--- config.mk ---
export PLATFORM = sky130hd
export DESIGN_NAME = tftp_window_receiver
export DESIGN_NICKNAME = d
export VERILOG_FILES = /design/src/twr_pkg.sv /design/src/twr_in_reg.sv /design/src/twr_step.sv /design/src/twr_out_reg.sv /design/src/tftp_window_receiver.sv
export SDC_FILE = /design/constraint.sdc
export NUM_CORES = 1
export LEC_CHECK = 0
export BUFFER_PORTS_ARGS = -buffer_cell sky130_fd_sc_hd__buf_4
export CORE_MARGIN = 5
export CORE_UTILIZATION = 60
export DETAILED_ROUTE_END_ITERATION = 8
export MAX_ROUTING_LAYER = met4
export PLACE_DENSITY = 0.86
export SETUP_SLACK_MARGIN = 0.05
export SYNTH_ARGS = -nofsm -noshare
export SYNTH_HDL_FRONTEND = slang
export SYNTH_SLANG_ARGS = --single-unit
--- constraint.sdc ---
create_clock -name clk -period 12.6 [get_ports clk]
set_input_delay 2.52 -clock clk [delete_from_list [all_inputs] [get_ports clk]]
set_output_delay 2.52 -clock clk [all_outputs]
set_load 0.05 [all_outputs]
--- src/twr_pkg.sv ---
// Package for the windowed TFTP receiver.
// Holds the item and result types, opcodes, status codes and round trip weights.
// No dependencies.
package twr_pkg;

  localparam logic [15:0] OP_DATA  = 16'd3;
  localparam logic [15:0] OP_ERROR = 16'd5;
  localparam logic [15:0] HDR_BYTES = 16'd4;

  localparam logic [1:0] ST_RUNNING  = 2'd0;
  localparam logic [1:0] ST_FINISHED = 2'd1;
  localparam logic [1:0] ST_PEER_ERR = 2'd2;
  localparam logic [1:0] ST_OVERSIZE = 2'd3;

  localparam logic [1:0] CFG_BLOCK_SIZE  = 2'd0;
  localparam logic [1:0] CFG_WINDOW_SIZE = 2'd1;
  localparam logic [1:0] CFG_ROLLOVER    = 2'd2;
  localparam logic [1:0] CFG_TIMEOUT     = 2'd3;

  localparam logic [15:0] RST_BLOCK_SIZE  = 16'd512;
  localparam logic [15:0] RST_WINDOW_SIZE = 16'd1;
  localparam logic        RST_ROLLOVER    = 1'b0;
  localparam logic [31:0] RST_TIMEOUT     = 32'd1000000;

  localparam logic KIND_PACKET  = 1'b0;
  localparam logic KIND_TIMEOUT = 1'b1;

  // The weight scale is a power of two, so the average is a shift.
  localparam int RTT_KEEP_WEIGHT = 7;
  localparam int RTT_SCALE_LOG2  = 3;
  localparam int RTT_WEIGHT_SCALE = 1 << RTT_SCALE_LOG2;
  localparam int RTT_FRESH_WEIGHT =
      (RTT_WEIGHT_SCALE > RTT_KEEP_WEIGHT) ? (RTT_WEIGHT_SCALE - RTT_KEEP_WEIGHT) : 0;
  localparam int RTT_ACC_W = 32 + 5 + 1;

  localparam logic [47:0] MAX48 = 48'hFFFF_FFFF_FFFF;

  typedef struct packed {
    logic        kind;
    logic [15:0] opcode;
    logic [15:0] block_number;
    logic [15:0] packet_length;
    logic [31:0] now_us;
  } event_t;

  typedef struct packed {
    logic        accept_data;
    logic [15:0] payload_bytes;
    logic        send_ack;
    logic [15:0] ack_block;
    logic        restart_wait;
    logic [1:0]  status;
    logic [47:0] total_bytes;
    logic [31:0] round_trip_us;
  } result_t;

endpackage

--- src/twr_in_reg.sv ---
// Input register of the windowed TFTP receiver.
// Holds one accepted item until the decision stage takes it. Uses twr_pkg.
module twr_in_reg import twr_pkg::*; (
  input  logic   clk,
  input  logic   rst,
  input  logic   in_valid,
  output logic   in_ready,
  input  event_t in_item,
  output logic   held_valid,
  output event_t held_item,
  input  logic   take
);

  assign in_ready = !held_valid || take;

  always_ff @(posedge clk) begin
    if (rst) begin
      held_valid <= 1'b0;
    end else if (in_ready) begin
      held_valid <= in_valid;
    end
  end

  always_ff @(posedge clk) begin
    if (in_valid && in_ready) begin
      held_item <= in_item;
    end
  end

endmodule

--- src/twr_step.sv ---
// Decision stage of the windowed TFTP receiver.
// Holds the configuration and transfer state and computes one result per item.
// Uses twr_pkg.
module twr_step import twr_pkg::*; (
  input  logic        clk,
  input  logic        rst,
  input  logic        cfg_write,
  input  logic [1:0]  cfg_index,
  input  logic [31:0] cfg_data,
  input  logic        fire,
  input  event_t      ev,
  output result_t     res
);

  logic [15:0] block_size;
  logic [15:0] window_size;
  logic        rollover_block;
  logic [15:0] expected_block;
  logic [15:0] last_received_block;
  logic [15:0] last_acked_block;
  logic [15:0] window_count;
  logic [47:0] byte_total;
  logic [31:0] rtt_estimate;
  logic [31:0] ack_sent_time;
  logic        wait_active;
  logic        finished;

  logic [15:0] expected_block_next;
  logic [15:0] last_received_block_next;
  logic [15:0] last_acked_block_next;
  logic [15:0] window_count_next;
  logic [47:0] byte_total_next;
  logic [31:0] rtt_estimate_next;
  logic [31:0] ack_sent_time_next;
  logic        wait_active_next;
  logic        finished_next;

  logic [15:0] payload;
  logic [48:0] sum_total;
  logic [15:0] wc_inc;
  logic        is_final;
  logic [31:0] sample;
  logic [RTT_ACC_W-1:0] acc;
  logic [RTT_ACC_W-1:0] avg;
  logic [31:0] rtt_avg;

  assign payload   = ev.packet_length - HDR_BYTES;
  assign sum_total = {1'b0, byte_total} + {33'd0, payload};
  assign wc_inc    = window_count + 16'd1;
  assign is_final  = payload != block_size;
  assign sample    = ev.now_us - ack_sent_time;
  assign acc = ({{(RTT_ACC_W-32){1'b0}}, rtt_estimate} * RTT_ACC_W'(RTT_KEEP_WEIGHT))
             + ({{(RTT_ACC_W-32){1'b0}}, sample} * RTT_ACC_W'(RTT_FRESH_WEIGHT));
  assign avg = acc >> RTT_SCALE_LOG2;
  assign rtt_avg = (avg > RTT_ACC_W'(32'hFFFF_FFFF)) ? 32'hFFFF_FFFF : avg[31:0];

  always_comb begin
    expected_block_next      = expected_block;
    last_received_block_next = last_received_block;
    last_acked_block_next    = last_acked_block;
    window_count_next        = window_count;
    byte_total_next          = byte_total;
    rtt_estimate_next        = rtt_estimate;
    ack_sent_time_next       = ack_sent_time;
    wait_active_next         = wait_active;
    finished_next            = finished;
    res.accept_data   = 1'b0;
    res.payload_bytes = 16'd0;
    res.send_ack      = 1'b0;
    res.ack_block     = 16'd0;
    res.restart_wait  = 1'b0;
    res.status        = ST_RUNNING;
    if (finished) begin
      res.status = ST_RUNNING;
    end else if (ev.kind == KIND_TIMEOUT) begin
      res.send_ack       = 1'b1;
      res.ack_block      = last_acked_block;
      res.restart_wait   = 1'b1;
      ack_sent_time_next = ev.now_us;
      wait_active_next   = 1'b1;
    end else if (ev.packet_length < HDR_BYTES) begin
      res.status = ST_RUNNING;
    end else if (ev.opcode == OP_ERROR) begin
      res.status    = ST_PEER_ERR;
      finished_next = 1'b1;
    end else if (ev.opcode != OP_DATA) begin
      res.status = ST_RUNNING;
    end else if (ev.block_number != expected_block) begin
      res.send_ack  = 1'b1;
      res.ack_block = last_received_block;
    end else if (payload > block_size) begin
      res.status    = ST_OVERSIZE;
      finished_next = 1'b1;
    end else begin
      res.accept_data   = 1'b1;
      res.payload_bytes = payload;
      byte_total_next   = sum_total[48] ? MAX48 : sum_total[47:0];
      window_count_next = wc_inc;
      last_received_block_next = ev.block_number;
      expected_block_next = (expected_block == 16'hFFFF) ? {15'd0, rollover_block}
                                                         : expected_block + 16'd1;
      if (is_final || wc_inc == window_size) begin
        if (wait_active && ev.now_us >= ack_sent_time) begin
          rtt_estimate_next = rtt_avg;
        end
        last_acked_block_next = ev.block_number;
        window_count_next     = 16'd0;
        res.send_ack          = 1'b1;
        res.ack_block         = ev.block_number;
        res.restart_wait      = 1'b1;
        ack_sent_time_next    = ev.now_us;
        wait_active_next      = 1'b1;
        if (is_final) begin
          res.status    = ST_FINISHED;
          finished_next = 1'b1;
        end
      end
    end
    res.total_bytes   = byte_total_next;
    res.round_trip_us = rtt_estimate_next;
  end

  always_ff @(posedge clk) begin
    if (rst) begin
      block_size          <= RST_BLOCK_SIZE;
      window_size         <= RST_WINDOW_SIZE;
      rollover_block      <= RST_ROLLOVER;
      expected_block      <= 16'd1;
      last_received_block <= 16'd0;
      last_acked_block    <= 16'd0;
      window_count        <= 16'd0;
      byte_total          <= 48'd0;
      rtt_estimate        <= RST_TIMEOUT;
      ack_sent_time       <= 32'd0;
      wait_active         <= 1'b0;
      finished            <= 1'b0;
    end else if (cfg_write) begin
      case (cfg_index)
        CFG_BLOCK_SIZE:  block_size     <= cfg_data[15:0];
        CFG_WINDOW_SIZE: window_size    <= cfg_data[15:0];
        CFG_ROLLOVER:    rollover_block <= cfg_data[0];
        CFG_TIMEOUT:     rtt_estimate   <= cfg_data;
        default: ;
      endcase
    end else if (fire) begin
      expected_block      <= expected_block_next;
      last_received_block <= last_received_block_next;
      last_acked_block    <= last_acked_block_next;
      window_count        <= window_count_next;
      byte_total          <= byte_total_next;
      rtt_estimate        <= rtt_estimate_next;
      ack_sent_time       <= ack_sent_time_next;
      wait_active         <= wait_active_next;
      finished            <= finished_next;
    end
  end

endmodule

--- src/twr_out_reg.sv ---
// Result register of the windowed TFTP receiver.
// Holds one result until the consumer takes it. Uses twr_pkg.
module twr_out_reg import twr_pkg::*; (
  input  logic    clk,
  input  logic    rst,
  input  logic    load,
  input  result_t res_in,
  output logic    space,
  output logic    out_valid,
  input  logic    out_ready,
  output result_t res_out
);

  assign space = !out_valid || out_ready;

  always_ff @(posedge clk) begin
    if (rst) begin
      out_valid <= 1'b0;
    end else if (space) begin
      out_valid <= load;
    end
  end

  always_ff @(posedge clk) begin
    if (load) begin
      res_out <= res_in;
    end
  end

endmodule

--- src/tftp_window_receiver.sv ---
// Top level of the windowed TFTP receiver.
// Depends on twr_pkg, twr_in_reg, twr_step and twr_out_reg.
//
// Usage: each input item is either a received packet header (kind 0) or a
// retry timeout (kind 1), offered on the in_valid/in_ready channel. Every
// item produces exactly one result on the out_valid/out_ready channel,
// carrying the accept, acknowledgement and status decisions and the
// running byte total and round trip estimate.
// Configuration registers are written through cfg_valid/cfg_ready with
// cfg_index and cfg_data; cfg_ready is always high. Writes are meant to
// happen only while no item is in flight.
// The item enters the input register, and its result is loaded into the
// result register when that register has space. One item is accepted per
// cycle, limited only by the result register draining.
// When out_ready is low, the result is held and the input register
// still takes one more item if it was empty; then in_ready drops until space frees.
// Synchronous reset empties both registers and restores all registers
// and transfer state to their reset values.
module tftp_window_receiver import twr_pkg::*; (
  input  logic        clk,
  input  logic        rst,
  input  logic        in_valid,
  output logic        in_ready,
  input  logic        kind,
  input  logic [15:0] opcode,
  input  logic [15:0] block_number,
  input  logic [15:0] packet_length,
  input  logic [31:0] now_us,
  output logic        out_valid,
  input  logic        out_ready,
  output logic        accept_data,
  output logic [15:0] payload_bytes,
  output logic        send_ack,
  output logic [15:0] ack_block,
  output logic        restart_wait,
  output logic [1:0]  status,
  output logic [47:0] total_bytes,
  output logic [31:0] round_trip_us,
  input  logic        cfg_valid,
  output logic        cfg_ready,
  input  logic [1:0]  cfg_index,
  input  logic [31:0] cfg_data
);

  event_t  in_item;
  event_t  held_item;
  logic    held_valid;
  logic    space;
  logic    fire;
  result_t step_res;
  result_t out_res;

  assign in_item = '{kind: kind, opcode: opcode, block_number: block_number,
                     packet_length: packet_length, now_us: now_us};
  assign fire      = held_valid && space;
  assign cfg_ready = 1'b1;

  twr_in_reg u_in (
    .clk        (clk),
    .rst        (rst),
    .in_valid   (in_valid),
    .in_ready   (in_ready),
    .in_item    (in_item),
    .held_valid (held_valid),
    .held_item  (held_item),
    .take       (fire)
  );

  twr_step u_step (
    .clk       (clk),
    .rst       (rst),
    .cfg_write (cfg_valid && cfg_ready),
    .cfg_index (cfg_index),
    .cfg_data  (cfg_data),
    .fire      (fire),
    .ev        (held_item),
    .res       (step_res)
  );

  twr_out_reg u_out (
    .clk       (clk),
    .rst       (rst),
    .load      (fire),
    .res_in    (step_res),
    .space     (space),
    .out_valid (out_valid),
    .out_ready (out_ready),
    .res_out   (out_res)
  );

  assign accept_data   = out_res.accept_data;
  assign payload_bytes = out_res.payload_bytes;
  assign send_ack      = out_res.send_ack;
  assign ack_block     = out_res.ack_block;
  assign restart_wait  = out_res.restart_wait;
  assign status        = out_res.status;
  assign total_bytes   = out_res.total_bytes;
  assign round_trip_us = out_res.round_trip_us;

endmodule

Word-level counts from Yosys, hierarchy flattened. Cells that the tools add are included.

Bits in registers: 411. Logic and storage cells: 148.

$add $sub $neg: 6. Multiply operators: 1. $lt $le $gt $ge: 4. Equality and inequality tests: 15. Mux-type cells: 64. Bitwise logic cells: 8. Reductions and logical operators: 22.

Operator list (number): 32-bit 2-to-1 mux (20); 48-bit 2-to-1 mux (8); 20-bit 2-to-1 mux (7); 18-bit 2-to-1 mux (4); 48-bit by 16-bit adder with 49-bit output (1); 35-bit by 32-bit adder with 36-bit output (1); 35-bit by 32-bit > comparator with 1-bit output, second input constant (1); 32-bit by 3-bit multiplier with 35-bit output, second input constant (1); 35-bit 2-to-1 mux (1); 16-bit by 1-bit adder with 16-bit output, second input constant (2); 32-bit greater-or-equal comparator (1); 16-bit 2-to-1 mux (2); 16-bit != test (2); 32-bit subtractor (1); 9-bit AND reduction (2); 1-bit 2-to-1 mux (17); 17-bit 2-to-1 mux (1); 16-bit equality test (1); 16-bit equality test, second input constant (1); 16-bit by 3-bit equality test with 1-bit output, second input constant (1); 16-bit > comparator (1); 16-bit by 3-bit less-than comparator with 1-bit output, second input constant (1); 16-bit by 2-bit != test with 1-bit output, second input constant (1); 16-bit by 3-bit subtractor with 16-bit output, second input constant (1); other kinds (17) (41).

Logic depth before layout (Yosys ltp). Gate-level depths: netlist (run 1).

Depth in word-level cells: 16. Mapped depth: 27. Depth with buffers taken out: 25.

Modules after synthesis. From an unflattened synthesis (run 1), not the netlist that was laid out.

Cells, all modules: 2428. Area, all modules: 23326.1 um^2.

By module, submodules not included: twr_step (instances 1, cells an instance 2218, area each 17261.6 um^2, seq. area each 4224.1 um^2); twr_out_reg (instances 1, cells an instance 121, area each 3559.7 um^2, seq. area each 3533.4 um^2); twr_in_reg (instances 1, cells an instance 86, area each 2487.4 um^2, seq. area each 2452.4 um^2); tftp_window_receiver (instances 1, cells an instance 3, area each 17.5 um^2, seq. area each 0.0 um^2).

Least setup slack after synthesis (run 1). OpenSTA, ideal clock, no wires.

Kind: input port to flip-flop. Start point: input port out_ready. End point: register u_step.rtt_estimate[16]. Library setup time: 0.058 ns. Arrival: 10.232 ns. Data required time: 12.542 ns. Path slack: 2.310 ns. Stages: 8. Buffers on the path: 1. Cell sequence: nor2b_1 -> nor2b_1 -> nand2_1 -> nand2_1 -> o21a_1 -> buf_2 -> a2bb2oi_1 -> o22a_1.

Longest elaborated chain between the ends: 4.

Ends and longest elaborated chain: start: declaration (RTL line tftp_window_receiver.sv:30) `input logic out_ready,`; 1-bit logical OR (RTL line twr_out_reg.sv:14) `assign space = !out_valid || out_ready;`; 1-bit logical AND (RTL line tftp_window_receiver.sv:55) `assign fire = held_valid && space;`; via fire (RTL line tftp_window_receiver.sv:49) `logic fire;`; 2-bit nonzero test (no source line); 2-bit AND reduction (no source line); end signal: assignment (RTL line twr_step.sv:142) `CFG_TIMEOUT: rtt_estimate <= cfg_data;`; end signal: assignment (RTL line twr_step.sv:151) `rtt_estimate <= rtt_estimate_next;`; end: declaration (RTL line twr_step.sv:23) `logic [31:0] rtt_estimate;`.

The timed path passes the listed nets, and every way through them passes these cells. A chain may end at the register's enable or synchronous reset.

Final worst setup path (run 1).
Start point: register, netlist name u_in.held_item[2]. End point: register u_step.rtt_estimate[18].

Longest elaborated chain between the ends: 15. Elaborated cells on any way between the ends: 17. Those cells by class: 2 x add/sub; 2 x order compare; 12 x mux; 1 x reduce/logical.

Ends and longest elaborated chain: 32-bit subtractor (RTL line twr_step.sv:51) `assign sample = ev.now_us - ack_sent_time;`; 35-bit by 32-bit adder with 36-bit output (RTL line twr_step.sv:53) `+ ({{(RTT_ACC_W-32){1'b0}}, sample} * RTT_ACC_W'(RTT_FRESH_WEIGHT));`; 35-bit by 32-bit > comparator with 1-bit output (RTL line twr_step.sv:55) `assign rtt_avg = (avg > RTT_ACC_W'(32'hFFFF_FFFF)) ? 32'hFFFF_FFFF : avg[31:0];`; 32-bit 2-to-1 mux (RTL line twr_step.sv:55); 32-bit 2-to-1 mux * (RTL line twr_step.sv:103) `if (wait_active && ev.now_us >= ack_sent_time) begin`; 32-bit 2-to-1 mux * (RTL line twr_step.sv:102) `if (is_final || wc_inc == window_size) begin`; 32-bit 2-to-1 mux * (RTL line twr_step.sv:91) `end else if (payload > block_size) begin`; 32-bit 2-to-1 mux * (RTL line twr_step.sv:88) `end else if (ev.block_number != expected_block) begin`; 32-bit 2-to-1 mux * (RTL line twr_step.sv:86) `end else if (ev.opcode != OP_DATA) begin`; 32-bit 2-to-1 mux * (RTL line twr_step.sv:83) `end else if (ev.opcode == OP_ERROR) begin`; 32-bit 2-to-1 mux * (RTL line twr_step.sv:81) `end else if (ev.packet_length < HDR_BYTES) begin`; 32-bit 2-to-1 mux * (RTL line twr_step.sv:75) `end else if (ev.kind == KIND_TIMEOUT) begin`; 32-bit 2-to-1 mux * (RTL line twr_step.sv:73) `if (finished) begin`; 32-bit 2-to-1 mux * (RTL line twr_step.sv:145) `end else if (fire) begin`; 32-bit 2-to-1 mux * (RTL line twr_step.sv:137) `end else if (cfg_write) begin`.

Mark *: on every way between the ends. The rest lies on a longest branch, timed or not. The select of a mux whose other input is x is not followed.

==> results of run 1 <==
## metrics by stage
| stage | total power [W] | utilization [%] | hold WS (ps) | instances | worst slack (ps) |
|---|---|---|---|---|---|
| 6_report | 0.00363 | 70.5 | 457 | 3109 | 5560 |
| 5_1_grt | 0.00380 | 70.5 | 467 | 3109 | 5070 |
| 4_1_cts | 0.00365 | 70.5 | 455 | 3107 | 5720 |
| 3_5_place_dp | 0.00225 | 66.4 | 447 | 3023 | 5780 |
| 3_3_place_gp | 0.00224 | 66.4 | 434 | 3023 | 5980 |
| 2_1_floorplan | 0.00205 | - | 426 | 2368 | 2310 |
## flip-flops by register name, summed over array words and instances, names as in the netlist
| register | cells |
|---|---|
| u_step.wait_active | 1 |
| u_step.last_received_block | 16 |
| u_out.res_out | 117 |
| u_step.window_count | 16 |
| u_out.out_valid | 1 |
| u_step.ack_sent_time | 32 |
| u_step.expected_block | 16 |
| u_step.window_size | 16 |
| u_step.last_acked_block | 16 |
| u_step.block_size | 16 |
| u_step.finished | 1 |
| u_step.rtt_estimate | 32 |
| u_step.byte_total | 48 |
| u_step.rollover_block | 1 |
| u_in.held_valid | 1 |
| u_in.held_item | 81 |
## critical path: stages (launching register included)
cell and delay [ps]:
edfxtp_1 410, ha_1 370, nor2b_1 150, o21ai_0 240, a21oi_1 140, o41ai_1 530
a21boi_0 320, o2111ai_1 410, nand2b_1 120, a21boi_0 300, nor2_1 90, o31a_1 300
fa_1 440, ha_1 400, a21o_1 190, a21o_1 160, a21oi_1 250, nand2_1 90
nor4_1 340, o31ai_1 160, nand2_1 360, and3_1 760, a2bb2oi_1 170, o22a_1 210
## cell usage after synthesis (16+ instances only)
cell	n	share of area [%]
a211oi_1	21	0.69
nand4_1	37	1.0
a21oi_1	203	4.4
and2_1	24	0.66
buf_2	20	0.44
fa_1	63	5.5
edfxtp_1	198	26
nor2_1	280	4.6
inv_1	94	1.5
xor2_1	73	2.8
nand3_1	50	1.1
or3_1	20	0.55
o21ai_0	69	1.5
a22oi_1	25	0.82
ha_1	104	5.7
nand2b_1	18	0.49
clkbuf_1	72	1.2
and3_1	29	0.79
nor3_1	37	0.81
a22o_1	16	0.61
a21o_1	37	1.2
nand2_1	250	4.1
nor2b_1	16	0.44
mux2i_1	58	2.5
xnor2_1	80	3.1
o21a_1	32	1.0
dfxtp_1	213	19
a31oi_1	23	0.63
o21ai_1	17	0.37
## power breakdown
group	leakage, nW	switching (W)	total (W)	internal, W
clock	0.776	0.000563	0.00140	0.000832
combinational	6.24	0.000461	0.000754	0.000293
sequential	3.55	0.0000377	0.00149	0.00145
total	10.6	0.00106	0.00363	0.00257
## logic make-up after synthesis
kind of cell,synth area share (%)
compound gates,15.2
other cells,0.0164
simple gates,16.7
fa+ha+maj,11.2
buf+inv,3.62
xor+xnor,5.85
flops,44.6
mux,2.78
## per-layer routing
metal	share of wire [%]	vias up	global-route usage [%]	routed length, um
met5	0	-	-	0
met4	4.4	0	11.8	2640
met3	8.2	175	6.16	4920
met2	47	809	46.6	28500
met1	40	9042	35.6	24000
li1	-	8837	-	-
## cell type report
type                    count  share of cell area [%]
flip-flops and latches    411                    38.4
inverters                  95                    1.34
well taps                 511                    2.41
diodes                      2                  0.0188
multi-input cells        1755                    44.8
clock buffers              55                    4.53
clock inverters            29                    1.38
repair buffers            251                    7.11
## how the worst min path moves through the flow
stage / cells after the start / endpoint / slack [ps]
final: 2 / u_step.last_received_block[9] / 460
after global routing: 2 / u_step.block_size[8] / 470
after CTS: 2 / u_step.last_received_block[9] / 450
after detailed placement: 2 / u_step.block_size[8] / 450
after global placement: 2 / u_step.wait_active / 430
after floorplan: 2 / u_step.wait_active / 430
==> flow_metrics.py, run 1 <==
metrics = {
    "outcome": {
        "status": "completed",
    },
    "timing": {
        "final.setup.tns_ps": 0,
        "fin_crit_sh_pct": 55.9,
        "finalSetupViolCount": 0,
        "max_slew_margin_pct": 23.1,
        "rsz0062_at_grt": "false",
        "final.min_clock_period_ps": 7040,
        "drv_slew": 0,
        "hold_viol": 0,
        "worstMarginPinSlew_ps": 1150,
        "max_freq_ghz": 0.142,
        "finClkSkew_ps": 22.6,
    },
    "clock_tree": {
        "cts_tree": "built",
        "clock-root-buffer": "clkbuf_16",
        "ctsHoldBuffers": 0,
        "cts_sinks": 411,
        "clkTransAtPathRegs_ps": 60,
        "clock_latency_ps": 590,
        "cts_setup_buffers": 0,
        "ctsHtreeMaxLevel": 2,
        "cts_buffer_depth": 3,
        "cts_resized": 0,
        "numCtsBuffers": 45,
    },
    "placement": {
        "postPlaceCellArea_um2": 25000,
        "portBuffers": 238,
        "dpl.hpwl_um": 43300,
        "place_congestion": 0.960,
    },
    "setup_path": {
        "r2r_cells": 23,
        "timing.rr.end": "u_step.rtt_estimate[18]",
        "critPathCaptureType": "register",
        "worstPathRequired_ps": 13070,
        "path_max_fanout": 18,
        "critPathArrivalTime_ps": 7510,
        "endpoint": "u_step.rtt_estimate[18]",
        "path_class": "register to register",
        "r2r_start": "u_in.held_item[2]",
        "reg2reg_setup_slack_ps": 5560,
        "crit_start": "u_in.held_item[2]",
        "start_kind": "register",
    },
    "detailed_routing": {
        "viasPerCell": 6.07,
        "route.detailed.drc": 0,
        "via_count": 18900,
        "drtIter0Drc": 1419,
        "antenna_left": 0,
        "drt_pass1_iterations": 6,
        "wl_per_cell_um": 19.3,
        "routed_wirelength_um": 60000,
    },
    "final_layout": {
        "multi_input_area_um2": 11900,
        "areaGrowthSynthToFinish_pct": 16.0,
        "nets": 2846,
        "layout_commonest_cell": "nor2_1",
        "drive_gt1_share_pct": 14.0,
        "fill_cells": 2884,
        "regArea_um2": 10200,
        "final_cell_area_um2": 26600,
        "final_cell_mix": "nor2_1 (279), nand2_1 (250), buf_4 (250)",
    },
    "global_routing": {
        "overflow": 0,
        "grt_use_total_pct": 28.9,
        "grt_max_degree": 97,
        "grt_pass1_vias": 18600,
        "antenna_found_initial": 2,
        "grt_pass1_wl_um": 95200,
    },
    "flow_run": {
        "cap_violations": 0,
    },
    "synthesis": {
        "synth_edf_count": 198,
        "synth_cell_type_count": 82,
        "ys_seq_elements": 411,
        "syn_inst": 2368,
        "syn_area_um2": 22900,
        "syn_avg_cell_area_um2": 9.67,
        "synthArstFlopShare_pct": 0,
        "yosysWarnings": 0,
        "syn_nets": 2655,
        "synth-main-ff-cell": "dfxtp_1",
        "seq_area_frac_synth_pct": 44.6,
    },
    "pwr": {
        "power_density_nw_per_um2": 137,
        "power_leakage_nw": 10.6,
        "ir_drop_v": 0.000126,
    },
    "die": {
        "core_region_area_um2": 37700,
        "ios": 240,
        "die_w_um": 205,
        "dieArea_um2": 42200,
        "die_height_um": 205,
        "start_util_pct": 60.8,
        "placementRows": 71,
    },
    "hold_path": {
        "hold_path.class": "register to register",
        "worstHoldStart": "u_step.last_received_block[9]",
    },
}
Power figures use the tool's default switching activity.
==> run 2, diff against run 1 <==
==> constraint.sdc (replaced) <==
create_clock -name clk -period 7.2 [get_ports clk]
set_input_delay 1.44 -clock clk [delete_from_list [all_inputs] [get_ports clk]]
set_output_delay 1.44 -clock clk [all_outputs]
set_load 0.05 [all_outputs]
==> run 2 against run 1 <==
Compared with the run above:
- wire length fell by 0.34%
- cell count rose by 0.19%
- flip-flop and latch count did not move
- largest cell class unchanged
- register-to-register slack got worse by 4900 ps
- cell area fell by 0.20%
- clock skew rose by 3.5 ps
==> flow_metrics.py, run 2 (synthesized netlist as in run 1, its figures left out) <==
metrics = {
    "outcome": {
        "status": "completed",
    },
    "detailed_routing": {
        "routed_wirelength_um": 59800,
        "via_count": 18800,
        "antenna_left": 0,
        "drtIter0Drc": 1425,
        "wl_per_cell_um": 19.2,
        "viasPerCell": 6.04,
        "route.detailed.drc": 0,
        "drt_pass1_iterations": 5,
    },
    "final_layout": {
        "nets": 2852,
        "fill_cells": 2941,
        "top_register": "u_out.res_out",
        "layout_commonest_cell": "nor2_1",
        "areaGrowthSynthToFinish_pct": 15.8,
        "reg.largest.list": "u_out.res_out (117), u_in.held_item (81), u_step.byte_total (48)",
        "multi_input_area_um2": 11900,
        "largest_reg_flops": 117,
        "final_cell_mix": "nor2_1 (280), buf_4 (257), nand2_1 (250)",
        "regArea_um2": 10200,
        "drive_gt1_share_pct": 13.9,
    },
    "setup_path": {
        "worstPathRequired_ps": 7680,
        "reg2reg_setup_slack_ps": 690,
        "worst_path_max_delay_cell": "a2111oi_0",
        "crit_path_frequent_cell": "a21oi_1",
        "path_cells": "inv_1 > ha_1 > fa_1 > nor2b_1 > o21ai_0 > a21oi_1 > o41ai_1 > a21boi_0 > o21a_1 > a21o_1 > a21oi_1 > xnor2_1 > fa_1 > ha_1 > and3_1 > nand4_1 > a2111oi_0 > nor4_1 > o31ai_1 > nand2_1 > buf_4 > and3_1 > buf_4 > a21oi_1",
        "critPathArrivalTime_ps": 7000,
        "max_stage_delay_ps": 760,
        "path_class": "register to register",
        "start_kind": "register",
        "critPathCaptureType": "register",
        "crit_family": "compound AO/OA/AOI/OAI gates",
        "path_buf_inv": 3,
        "path_max_fanout": 13,
    },
    "pwr": {
        "p_switching_w": 0.00183,
        "clockPowerShare_pct": 36.6,
        "power_density_nw_per_um2": 233,
        "power_leakage_nw": 10.5,
        "swShare_pct": 29.6,
        "power_frac_seq_pct": 42.0,
        "intPower_w": 0.00436,
        "comb_power_share_pct": 21.4,
        "ir_drop_v": 0.000177,
    },
    "die": {
        "die_w_um": 205,
        "ios": 240,
        "die_height_um": 205,
        "start_util_pct": 60.8,
        "core_region_area_um2": 37700,
        "dieArea_um2": 42200,
        "placementRows": 71,
    },
    "global_routing": {
        "grt_pass1_vias": 18200,
        "use_met3_pct": 4.96,
        "grt_pass1_wl_um": 94400,
        "use_met1_pct": 36.6,
        "gr-usage-met2_pct": 46.9,
        "top_usage_layer": "met2",
        "overflow": 0,
        "grt_max_degree": 92,
        "grt_use_total_pct": 28.8,
        "antenna_found_initial": 3,
    },
    "clock_tree": {
        "cts_resized": 0,
        "cts_setup_buffers": 0,
        "ctsHoldBuffers": 0,
        "ctsHtreeMaxLevel": 2,
        "clock-root-buffer": "clkbuf_16",
        "cts_sinks": 411,
        "cts_buffer_depth": 3,
        "clkTransAtPathRegs_ps": 60,
        "clock_latency_ps": 580,
        "cts_tree": "built",
        "numCtsBuffers": 44,
    },
    "timing": {
        "fin_crit_sh_pct": 90.4,
        "finalSetupViolCount": 0,
        "final.setup.tns_ps": 0,
        "max_slew_margin_pct": 22.0,
        "worstMarginPinSlew_ps": 1170,
        "layout_setup_ws_ps": 688,
        "max_freq_ghz": 0.154,
        "rsz0062_at_grt": "false",
        "drv_slew": 0,
        "finClkSkew_ps": 26.1,
        "hold_viol": 0,
        "final.min_clock_period_ps": 6510,
    },
    "placement": {
        "portBuffers": 238,
        "dpl.hpwl_um": 43600,
        "pre_cts_ws_ps": 785,
        "place_congestion": 1.01,
    },
    "hold_path": {
        "hold_path.class": "register to register",
    },
    "flow_run": {
        "cap_violations": 0,
    },
}
==> run 2: worst paths after layout <==
check	start	end	depth (start not counted)
hold reg to reg	u_step.last_received_block[12]	u_step.last_received_block[12]	2
setup / recovery	u_in.held_item[0]	u_step.rtt_estimate[2]	24
hold / removal	u_step.last_received_block[12]	u_step.last_received_block[12]	2
setup reg to reg	u_in.held_item[0]	u_step.rtt_estimate[2]	24
==> run 2: routing by layer <==
metal	wire length [um]	vias to the layer above
li1	-	8850
met1	24000	9037
met2	28800	794
met3	4900	128
met4	2140	0
met5	0	-
==> run 2: through the flow <==
stage               hold slack, ps  std cells  utilization (%)  power (W)  instance area (um2)
floorplan                      426       2368                -    0.00358                22900
global placement               442       3030             66.5    0.00393                25000
detailed placement             449       3030             66.5    0.00395                25000
CTS                            457       3112             70.4    0.00622                26500
global route                   475       3114             70.4    0.00646                26500
finish                         455       3115             70.4    0.00619                26500
==> run 2: worst reg2reg max path: cells and delay by family, from the launching register on <==
kind / cells / cell delay [ps]
AOI/OAI and AO/OA: 10 / 3150
xor gates and xnor gates: 1 / 160
adders and majority gates: 4 / 1240
buffers and inverters: 3 / 490
DFF: 1 / 400
and+or+nand+nor: 6 / 1010
==> run 2: cell type report <==
cell class | instances | share of cell area (%)
Timing Repair Buffer | 258 | 7.32
Clock inverter | 17 | 0.420
Tap cell | 511 | 2.41
Multi-Input combinational cell | 1755 | 44.9
Sequential cell | 411 | 38.5
Inverter | 95 | 1.34
Antenna cell | 3 | 0.0283
Clock buffer | 65 | 5.11
==> run 2: power by group through the flow <==
| stage | Sequential, W | Combinational [W] | Clock, W |
|---|---|---|---|
| 6_report | 0.00260 | 0.00132 | 0.00227 |
| 5_1_grt | 0.00261 | 0.00145 | 0.00240 |
| 4_1_cts | 0.00260 | 0.00132 | 0.00230 |
| 3_5_place_dp | 0.00265 | 0.00131 | 0 |
| 3_3_place_gp | 0.00265 | 0.00128 | 0 |
| 2_1_floorplan | 0.00274 | 0.000840 | 0 |
==> run 3, diff against run 2 <==
--- a/config.mk
+++ b/config.mk
@@ -7,10 +7,10 @@
 export LEC_CHECK = 0
 export BUFFER_PORTS_ARGS = -buffer_cell sky130_fd_sc_hd__buf_4
 export CORE_MARGIN = 5
-export CORE_UTILIZATION = 60
+export CORE_UTILIZATION = 64
 export DETAILED_ROUTE_END_ITERATION = 8
 export MAX_ROUTING_LAYER = met4
-export PLACE_DENSITY = 0.86
+export PLACE_DENSITY = 0.91
 export SETUP_SLACK_MARGIN = 0.05
 export SYNTH_ARGS = -nofsm -noshare
 export SYNTH_HDL_FRONTEND = slang
==> constraint.sdc (replaced) <==
create_clock -name clk -period 8.15 [get_ports clk]
set_input_delay 1.63 -clock clk [delete_from_list [all_inputs] [get_ports clk]]
set_output_delay 1.63 -clock clk [all_outputs]
set_load 0.05 [all_outputs]
==> run 3 against run 2 <==
Compared with the run above:
- sequential share of layout area is 0.29 points higher
- die area fell by 6.0%
- cell count down 1.9%
- clock power is 15% lower
- clock-buffer cell count down 10
- wire length barely moved
- critical path depth fell by 1
- clock skew is essentially flat
- fmax is 6.9% lower
- total power shrank 13%
- non-clock buffer count fell by 5
- largest cell class unchanged
- highest routed layer unchanged
==> flow_metrics.py, run 3 (synthesized netlist as in run 1, its figures left out) <==
metrics = {
    "final_layout": {
        "fin_util_pct": 74.2,
        "final_cell_area_um2": 26300,
        "multi_input_area_um2": 11900,
        "reg.largest.list": "u_out.res_out (117), u_in.held_item (81), u_step.byte_total (48)",
        "top_register": "u_out.res_out",
        "final_cell_mix": "nor2_1 (280), buf_4 (252), nand2_1 (250)",
        "areaGrowthSynthToFinish_pct": 14.9,
        "regArea_um2": 10200,
        "largest_reg_flops": 117,
        "layout_commonest_cell": "nor2_1",
        "drive_gt1_share_pct": 13.5,
        "nets": 2845,
        "fill_cells": 2467,
    },
    "timing": {
        "hold_viol": 0,
        "max_slew_margin_pct": 18.5,
        "final.setup.tns_ps": 0,
        "final.min_clock_period_ps": 7000,
        "rsz0062_at_grt": "false",
        "layout_setup_ws_ps": 1150,
        "finClkSkew_ps": 25.9,
        "max_freq_ghz": 0.143,
        "worstMarginPinSlew_ps": 1220,
        "drv_slew": 0,
        "finalSetupViolCount": 0,
        "fin_crit_sh_pct": 85.8,
    },
    "clock_tree": {
        "numCtsBuffers": 42,
        "cts_resized": 0,
        "ctsHoldBuffers": 0,
        "cts_buffer_depth": 3,
        "ctsHtreeMaxLevel": 2,
        "cts_setup_buffers": 0,
        "clkTransAtPathRegs_ps": 60,
        "cts_sinks": 411,
        "clock-root-buffer": "clkbuf_16",
        "cts_tree": "built",
        "clock_latency_ps": 580,
    },
    "detailed_routing": {
        "viasPerCell": 6.19,
        "drt_pass1_iterations": 6,
        "wl_per_cell_um": 19.6,
        "antenna_left": 0,
        "via_count": 18900,
        "routed_wirelength_um": 59800,
        "route.detailed.drc": 0,
        "drtIter0Drc": 1476,
    },
    "setup_path": {
        "reg2reg_setup_slack_ps": 1150,
        "timing.rr.end": "u_step.rtt_estimate[23]",
        "path_max_fanout": 13,
        "critPathCaptureType": "register",
        "max_stage_delay_ps": 680,
        "worstPathRequired_ps": 8630,
        "path_class": "register to register",
        "worst_path_max_delay_cell": "o31ai_1",
        "start_kind": "register",
        "r2r_start": "u_in.held_item[0]",
        "r2r_cells": 23,
        "path_cells": "inv_1 > ha_1 > fa_1 > nor2b_1 > o21ai_0 > a21oi_1 > o41ai_1 > a21boi_0 > o21a_1 > a21oi_1 > o221a_2 > xnor2_1 > fa_1 > ha_1 > and3_1 > nand4_1 > a2111oi_0 > nor4_1 > o31ai_1 > nor2_1 > buf_4 > a211o_1 > a311oi_2",
        "critPathArrivalTime_ps": 7470,
    },
    "global_routing": {
        "grt_pass1_vias": 18500,
        "grt_max_degree": 82,
        "grt_pass1_wl_um": 94000,
        "overflow": 0,
        "antenna_found_initial": 3,
        "grt_use_total_pct": 30.3,
    },
    "hold_path": {
        "worst_hold_path.num_cells": 2,
        "hold_path.class": "register to register",
        "worstHoldStart": "u_step.block_size[12]",
        "holdPathEnd": "u_step.block_size[12]",
    },
    "placement": {
        "pre_cts_ws_ps": 1330,
        "portBuffers": 238,
        "postPlaceCellArea_um2": 24900,
        "place_congestion": 0.993,
        "dpl.hpwl_um": 43400,
    },
    "die": {
        "dieArea_um2": 39700,
        "core_region_area_um2": 35500,
        "die_height_um": 199,
        "start_util_pct": 64.6,
        "die_w_um": 199,
        "placementRows": 69,
        "ios": 240,
    },
    "pwr": {
        "power_leakage_nw": 10.5,
        "ir_drop_v": 0.000208,
        "power_density_nw_per_um2": 205,
    },
    "outcome": {
        "status": "completed",
    },
    "flow_run": {
        "cap_violations": 0,
    },
}
==> run 3: changes by cell type in the layout (fill, tap and decap cells not counted), moves of 2 or more <==
cell       before  now
buf_4         257  252
bufinv_16       0    4
clkbuf_16      48   43
clkbuf_8        9    3
clkinv_2        2    8
inv_4           2    0
inv_6           3    1
==> run 3: final cells by class <==
| type | count | area share, % |
|---|---|---|
| clock buffers | 55 | 4.37 |
| repair buffers | 253 | 7.23 |
| well taps | 461 | 2.19 |
| clock inverters | 22 | 0.818 |
| diodes | 4 | 0.0380 |
| inverters | 95 | 1.35 |
| flip-flops and latches | 411 | 38.8 |
| multi-input cells | 1755 | 45.2 |
==> run 3: worst max-delay path: cells and delay by family (launching register included) <==
kind                     cells  cell delay, ps
flip-flops                   1             340
AO/OA/AOI/OAI               11            3520
XOR/XNOR                     1             220
AND/OR/NAND/NOR              5            1000
adder cells (fa/ha/maj)      4            1470
buffers and inverters        2             350
==> run 3: power breakdown <==
group          internal (W)  switching [W]
clock network       0.00112       0.000808
logic              0.000454       0.000715
registers           0.00224      0.0000581
==> run 3: worst max path at each step <==
stage	end	slack (ps)	cells after the start	from
after floorplan	u_step.expected_block[10]	1450	10	out_ready
after global placement	u_step.rtt_estimate[6]	1600	25	u_in.held_item[0]
after detailed placement	u_step.rtt_estimate[23]	1330	23	u_in.held_item[0]
after CTS	u_step.rtt_estimate[23]	1250	23	u_in.held_item[0]
after global routing	u_step.rtt_estimate[23]	660	21	u_in.held_item[2]
final	u_step.rtt_estimate[23]	1150	23	u_in.held_item[0]
==> run 3: metal layers <==
layer	global-route usage (%)	part of all wire, %	up-vias
met4	12.4	4.4	0
li1	-	-	8823
met3	5.85	8.8	185
met1	37.3	39	9038
met5	-	0	-
met2	49.6	48	873
==> run 3: per-stage QoR <==
step | cells | hold slack [ps] | power, W
CTS | 3052 | 458 | 0.00540
finish | 3056 | 457 | 0.00540
global route | 3054 | 468 | 0.00562
global placement | 2975 | 441 | 0.00345
floorplan | 2368 | 426 | 0.00317
detailed placement | 2975 | 449 | 0.00348
